### src/sv/srs_pkg.sv
// Shared types and constants for the stick radial shaper.
// No dependencies; imported by every module of the block.
package srs_pkg;

    localparam int CURVE_ENTRIES = 131;
    localparam int CURVE_IDX_W   = (CURVE_ENTRIES > 1) ? $clog2(CURVE_ENTRIES) : 1;
    localparam int CURVE_MAX     = CURVE_ENTRIES - 1;

    localparam logic [1:0] CFG_GAIN      = 2'd0;
    localparam logic [1:0] CFG_DEAD_ZONE = 2'd1;
    localparam logic [1:0] CFG_LIMIT     = 2'd2;
    localparam logic [1:0] CFG_CURVE_EN  = 2'd3;

    localparam logic [15:0] GAIN_RST  = 16'd256;
    localparam logic [7:0]  DZ_RST    = 8'd0;
    localparam logic [7:0]  LIMIT_RST = 8'd255;

    // magnitude stage -> scale stage
    typedef struct packed {
        logic        valid;
        logic        x_nz;
        logic        x_neg;
        logic        y_neg;
        logic        y_pos;
        logic [30:0] ax2;
        logic [30:0] ay2;
        logic [31:0] s;
        logic [15:0] m;
    } mag_t;

    // scale stage -> output buffer
    typedef struct packed {
        logic        valid;
        logic [16:0] x_out;
        logic [16:0] y_out;
    } res_t;

endpackage

### src/sv/srs_skid.sv
// Two-entry output buffer; its fill level gates the whole pipeline.
// Depends on srs_pkg.
module srs_skid (
    input  logic          clk,
    input  logic          rst_n,
    input  srs_pkg::res_t res,
    output logic          en,
    output logic          out_valid,
    input  logic          out_stall,
    output logic [16:0]   x_out,
    output logic [16:0]   y_out
);
    import srs_pkg::*;

    res_t       buf_reg [0:1];
    logic       wr_ptr_reg, rd_ptr_reg;
    logic [1:0] cnt_reg, cnt_next;
    logic       push, pop;

    assign en        = (cnt_reg != 2'd2);
    assign push      = en && res.valid;
    assign out_valid = (cnt_reg != 2'd0);
    assign pop       = out_valid && !out_stall;
    assign x_out     = buf_reg[rd_ptr_reg].x_out;
    assign y_out     = buf_reg[rd_ptr_reg].y_out;

    always_comb
    begin
        cnt_next = cnt_reg;
        if (push && !pop)
            cnt_next = cnt_reg + 2'd1;
        else if (pop && !push)
            cnt_next = cnt_reg - 2'd1;
    end

    always_ff @(posedge clk or negedge rst_n)
    begin
        if (!rst_n)
        begin
            cnt_reg    <= 2'd0;
            wr_ptr_reg <= 1'b0;
            rd_ptr_reg <= 1'b0;
        end
        else
        begin
            cnt_reg <= cnt_next;
            if (push)
                wr_ptr_reg <= !wr_ptr_reg;
            if (pop)
                rd_ptr_reg <= !rd_ptr_reg;
        end
    end

    always_ff @(posedge clk)
    begin
        if (push)
            buf_reg[wr_ptr_reg] <= res;
    end

    a_cnt_range: assert property (@(posedge clk) disable iff (!rst_n)
        cnt_reg != 2'd3)
        else $error("output buffer overfilled");

    a_cnt_up: assert property (@(posedge clk) disable iff (!rst_n)
        (push && !pop) |=> (cnt_reg == $past(cnt_reg) + 2'd1))
        else $error("fill count missed a push");

    a_cnt_down: assert property (@(posedge clk) disable iff (!rst_n)
        (pop && !push) |=> (cnt_reg == $past(cnt_reg) - 2'd1))
        else $error("fill count missed a pop");

endmodule

### config.mk
export PLATFORM = sky130hd
export DESIGN_NAME = srs_skid
export DESIGN_NICKNAME = d
export VERILOG_FILES = /design/src/sv/srs_pkg.sv /design/src/sv/srs_skid.sv
export SDC_FILE = /design/constraint.sdc
export NUM_CORES = 1
export LEC_CHECK = 0
export BUFFER_PORTS_ARGS = -buffer_cell sky130_fd_sc_hd__buf_4
export CAP_MARGIN = 20
export CORE_MARGIN = 3
export CORE_UTILIZATION = 50
export DETAILED_ROUTE_END_ITERATION = 7
export PLACE_DENSITY = 0.76
export SLEW_MARGIN = 20
export SYNTH_ARGS = -nofsm -noshare
export SYNTH_HDL_FRONTEND = slang
export SYNTH_SLANG_ARGS = --single-unit
### constraint.sdc
create_clock -name clk -period 5.8 [get_ports clk]
set_input_delay 0.87 -clock clk [delete_from_list [all_inputs] [get_ports clk]]
set_output_delay 0.87 -clock clk [all_outputs]
set_load 0.02 [all_outputs]
==> flow_metrics.tcl, run 1 <==
set metrics [dict create \
    status "finished, final reports clean" \
    vias 1383 \
    p_leak_nw 1.45 \
    post_cts_buffers 0 \
    criticalPathCategory "reg2out" \
    switching_share_pct 30.8 \
    hold_buffers 0 \
    async_flop_share_pct 5.56 \
    antenna_found_initial 0 \
    fmaxAchievable_mhz 349 \
    tightest_slew_ns 1.07 \
    reg2reg_to "buf_reg[1][23]" \
    hold_path_class "in2async" \
    nFillCells 398 \
    die_area_um2 6540 \
    required_ns 4.93 \
    track_usage_pct 15.6 \
    dp.final_hpwl_mm 3.08 \
    vias_per_cell 4.94 \
    pwr-share-clk_pct 21.7 \
    worst-r2r-cell-count 3 \
    numCtsBuffers 9 \
    cp-startpoint "rd_ptr_reg" \
    ys.flop_type "edfxtp_1" \
    io_pins 74 \
    maxCapViolCount 0 \
    syn_area_um2 2800 \
    synth-seq-cells 72 \
    final-hold-violation-count 0 \
    die_height_um 80.9 \
    die_w_um 80.9 \
    finalSetupViolCount 0 \
    critPathLaunchType "register" \
    cp.arrival_ns 2.00 \
    fin_skew_ns 0.00585 \
    io_buffers 73 \
    clk_latency_ns 0.34 \
    drcViolationCount 0 \
    regArea_um2 2140 \
    r2r-start "cnt_reg[0]" \
    finalSetupTns_ns 0 \
    synthTopCellsByArea "edfxtp_1 (73%), mux2_4 (16%), dfrtp_1 (3.6%)" \
    wl_per_cell_um 16.1 \
    synth_top_area_share_pct 72.8 \
    crit_end "x_out[9]" \
    final_util_pct 68.2 \
    initial_utilization_pct 53.2 \
    path_clk_slew_ns 0.07 \
    cts.path.max_buffers 2 \
    syn_inst 124 \
    areaGrowthSynthToFinish_pct 28.2 \
    power.density_nw_per_um2 526 \
    path_max_fanout 35 \
    worstSetupEndpointType "output port" \
    diodes 0 \
    p_comb_share_pct 35.3 \
    ir_drop_v 0.000502 \
    first_pass_iters 4 \
    relSlewSlack_pct 28.6 \
    synth_commonest_cells "edfxtp_1 (68), mux2_4 (29), mux2_2 (5), dfrtp_1 (4)" \
    largest_reg_flops 68 \
    p_int_mw 1.31 \
    numClockSinks 72 \
    synth_seq_area_share_pct 76.4 \
    fin_crit_sh_pct 49.5 \
    htreeDepth 3 \
    grt_max_degree 36 \
    synth.most_common_cell "edfxtp_1" \
    avgSynthCellArea_um2 22.6 \
    root_buffer "clkbuf_8" \
    gp_congestion 0.632 \
    rrSetupSlack_ns 3.86 \
    multiInputGateArea_um2 594 \
    grt_pass1_wl_mm 7.22 \
    rsz0062_at_grt "false" \
    seqPwrFrac_pct 43.1 \
    cts_tree "yes" \
    power_switching_uw 583 \
    drive_gt1_share_pct 59.5 \
    synth_warnings 0 \
    min_period_ns 2.87 \
    ys_types 16 \
    core_um2 5270 \
    drtAntennaViolNets 0 \
    cts_resized 0 \
    grt_pass1_vias 1526 \
    grt.overflow.total 0 \
    wl_mm 4.50 \
    yosys.area.top_type "edfxtp_1" \
    synth_edf_count 68 \
    final_nets 244 \
    rows 26 \
    drv_slew 0 \
    syn_nets 163 \
    drtIter0Drc 60 \
]
==> routing by layer <==
layer | up-vias | GRT usage (%) | part of all wire, %
met2 | 51 | 27.0 | 54
met4 | 0 | 9.63 | 2.9
met5 | - | 0 | 0
met1 | 683 | 16.4 | 37
met3 | 10 | 5.10 | 6.8
li1 | 639 | - | -
==> worst max-delay path: stages, from the launching register on <==
cell,delay (ns)
dfrtp_2,1.08
mux2_2,0.43
buf_4,0.16
==> cells in the final DEF, fill, tap and decap left out <==
cell type,Yosys,layout
ha_1,1,1
xnor2_1,3,3
buf_4,0,74
nand2_1,1,1
dfrtp_1,4,3
clkinv_1,0,2
and3_1,1,1
mux2_4,29,29
dfrtp_2,0,1
nor2_4,0,1
or2_1,1,1
nor2_1,2,1
bufinv_16,0,2
clkinv_4,0,1
clkinv_2,0,2
mux2_2,5,5
nand2b_1,1,1
nand2b_2,1,1
inv_1,1,1
xor2_1,2,2
clkbuf_8,0,9
edfxtp_1,68,68
==> cell families (layout without fill, tap and decap cells) <==
family,Yosys count,after routing,synth area share (%)
buffers and inverters,5,91,2.68
XOR/XNOR,5,5,1.56
flip-flops,72,72,76.4
AND/OR/NAND/NOR,7,7,1.38
adder cells (fa/ha/maj),1,1,0.446
multiplexers,34,34,17.5
==> how the worst min path moves through the flow <==
stage            endpoint  slack, ns  cells after the start
6_report       wr_ptr_reg       0.32                      1
5_1_grt        cnt_reg[1]       0.29                      1
4_1_cts        cnt_reg[1]       0.30                      1
3_5_place_dp   cnt_reg[1]       0.48                      1
3_3_place_gp   cnt_reg[1]       0.47                      1
2_1_floorplan  cnt_reg[1]       0.46                      1
==> final cells by class <==
class | instances | area share [%]
repair buffers | 74 | 15.5
multi-input cells | 47 | 16.5
well taps | 70 | 2.44
inverters | 1 | 0.104
flip-flops and latches | 72 | 59.6
clock buffers | 9 | 3.45
clock inverters | 7 | 2.40
==> power by group through the flow <==
stage	Combinational, mW	Sequential [mW]	Clock (mW)
5_1_grt	0.711	0.833	0.450
3_3_place_gp	0.666	0.817	0
2_1_floorplan	0.537	0.754	0
4_1_cts	0.681	0.817	0.423
6_report	0.668	0.815	0.410
3_5_place_dp	0.679	0.828	0
==> per-stage QoR <==
stage                     power, mW  cells  hold slack, ns  worst slack, ns  area, um^2
after floorplan                1.29    124           0.456             2.97        2800
after global placement         1.48    264           0.474             3.31        3380
after detailed placement       1.51    264           0.485             3.26        3380
after CTS                      1.92    280           0.297             2.89        3590
after global routing           1.99    280           0.289             2.81        3590
final                          1.89    280           0.317             2.93        3590
No activity file was read; power rests on OpenSTA's default activity.
==> run 2, diff against run 1 <==
Clock period 5.8 ns to 2.9 ns, I/O delays scaled along.
==> run 2 against run 1 <==
Compared with the run above: count of clock-buffer cells in the layout stayed put; clock power is 100% higher; global-route usage hardly changed.
==> flow_metrics.tcl, run 2 (synthesis gave the netlist of run 1 again) <==
set metrics [dict create \
    cts_resized 0 \
    path_clk_slew_ns 0.08 \
    vias_per_cell 4.81 \
    relSlewSlack_pct 58.2 \
    r2r-start "cnt_reg[0]" \
    p_comb_share_pct 37.3 \
    core_um2 5270 \
    fmaxAchievable_mhz 443 \
    pwr-share-clk_pct 21.7 \
    finalSetupViolCount 0 \
    fin_skew_ns 0.0101 \
    final-hold-violation-count 0 \
    final_cell_mix "buf_4 (75), edfxtp_1 (68), mux2_4 (29)" \
    wl_met1_mm 1.91 \
    setup_slack_ns 0.644 \
    die_w_um 80.9 \
    rrSetupSlack_ns 0.99 \
    post_cts_buffers 0 \
    gp_congestion 0.645 \
    holdPathEnd "buf_reg[0][32]" \
    numCtsBuffers 9 \
    worst-r2r-cell-count 4 \
    seqPwrFrac_pct 40.9 \
    critPathLaunchType "register" \
    die_height_um 80.9 \
    rsz0062_at_grt "false" \
    wl_met2_mm 2.35 \
    drv_slew 0 \
    met3WireLength_um 311 \
    required_ns 2.47 \
    grt.overflow.total 0 \
    drive_gt1_share_pct 59.6 \
    final_util_pct 68.9 \
    dp.final_hpwl_mm 3.22 \
    drtIter0Drc 76 \
    p_int_mw 2.64 \
    clk_latency_ns 0.34 \
    min_period_ns 2.26 \
    numClockSinks 72 \
    power.density_nw_per_um2 1050 \
    tightest_slew_ns 0.626 \
    grt_max_degree 35 \
    cts_tree "yes" \
    criticalPathCategory "reg2out" \
    cp.arrival_ns 1.82 \
    finalSetupTns_ns 0 \
    status "finished, final reports clean" \
    worstHoldStart "res[32]" \
    ir_drop_v 0.000643 \
    fin_crit_sh_pct 77.8 \
    reg2reg_to "buf_reg[0][4]" \
    vias 1362 \
    final_nets 247 \
    power.total_mw 3.82 \
    p_leak_nw 1.47 \
    top_layer_used "met4" \
    final_common_cell "buf_4" \
    worstSetupEndpointType "output port" \
    min_path_cells 1 \
    switching_share_pct 31.0 \
    path_max_fanout 19 \
    diodes 0 \
    drcViolationCount 0 \
    first_pass_iters 3 \
    pre_cts_slack_ns 0.982 \
    largest_reg_flops 68 \
    root_buffer "clkbuf_8" \
    htreeDepth 3 \
    grt_pass1_wl_mm 7.21 \
    wl_per_cell_um 16.4 \
    io_buffers 73 \
    track_usage_pct 15.7 \
    antenna_found_initial 0 \
    maxCapViolCount 0 \
    drtAntennaViolNets 0 \
    wl_mm 4.65 \
    die_area_um2 6540 \
    initial_utilization_pct 53.2 \
    areaGrowthSynthToFinish_pct 29.5 \
    rows 26 \
    hold_path_class "in2reg" \
    io_pins 74 \
    power_switching_mw 1.18 \
    grt_pass1_vias 1405 \
    cts.path.max_buffers 2 \
]
## run 2: final cells by class
class / instances / area (um^2)
clock buffers: 9 / 124
flip-flops and latches: 72 / 2140
fillers: 373 / 1640
multi-input cells: 47 / 594
well taps: 70 / 87.6
repair buffers: 77 / 593
clock inverters: 7 / 86.3
inverters: 1 / 3.75
## run 2: how the worst max path moves through the flow
stage / start / to
after floorplan: cnt_reg[0] / buf_reg[0][0]
after global routing: rd_ptr_reg / x_out[15]
after global placement: rd_ptr_reg / x_out[14]
after CTS: rd_ptr_reg / x_out[15]
after detailed placement: rd_ptr_reg / x_out[15]
final: rd_ptr_reg / x_out[15]
## run 2: worst max-delay path: stages, from the launching register on
cell	delay, ns
dfrtp_2	0.71
buf_12	0.26
mux2_2	0.36
buf_4	0.16
## run 2: layer usage
metal	up-vias	GRT usage [%]
li1	647	-
met1	658	19.5
met2	49	24.5
met3	8	5.76
met4	0	7.09
met5	-	0
## run 2: power groups by stage
| stage | Sequential, mW | Clock, mW | Combinational (mW) |
|---|---|---|---|
| after floorplan | 1.51 | 0 | 1.07 |
| after global placement | 1.57 | 0 | 1.43 |
| after detailed placement | 1.59 | 0 | 1.44 |
| after CTS | 1.57 | 0.844 | 1.45 |
| after global routing | 1.59 | 0.905 | 1.51 |
| final | 1.56 | 0.829 | 1.42 |
## run 2: metrics by stage
step / hold slack, ns / cells / area, um^2
after CTS: 0.264 / 283 / 3630
final: 0.280 / 283 / 3630
after global routing: 0.248 / 283 / 3630
after detailed placement: 0.235 / 266 / 3410
after floorplan: 0.139 / 124 / 2800
after global placement: 0.231 / 266 / 3410
## run 2: timing repair
item                                    CTS  global route
hold endpoints to repair                  4             0
hold buffers                              1             0
endpoints found under the setup margin    0             0
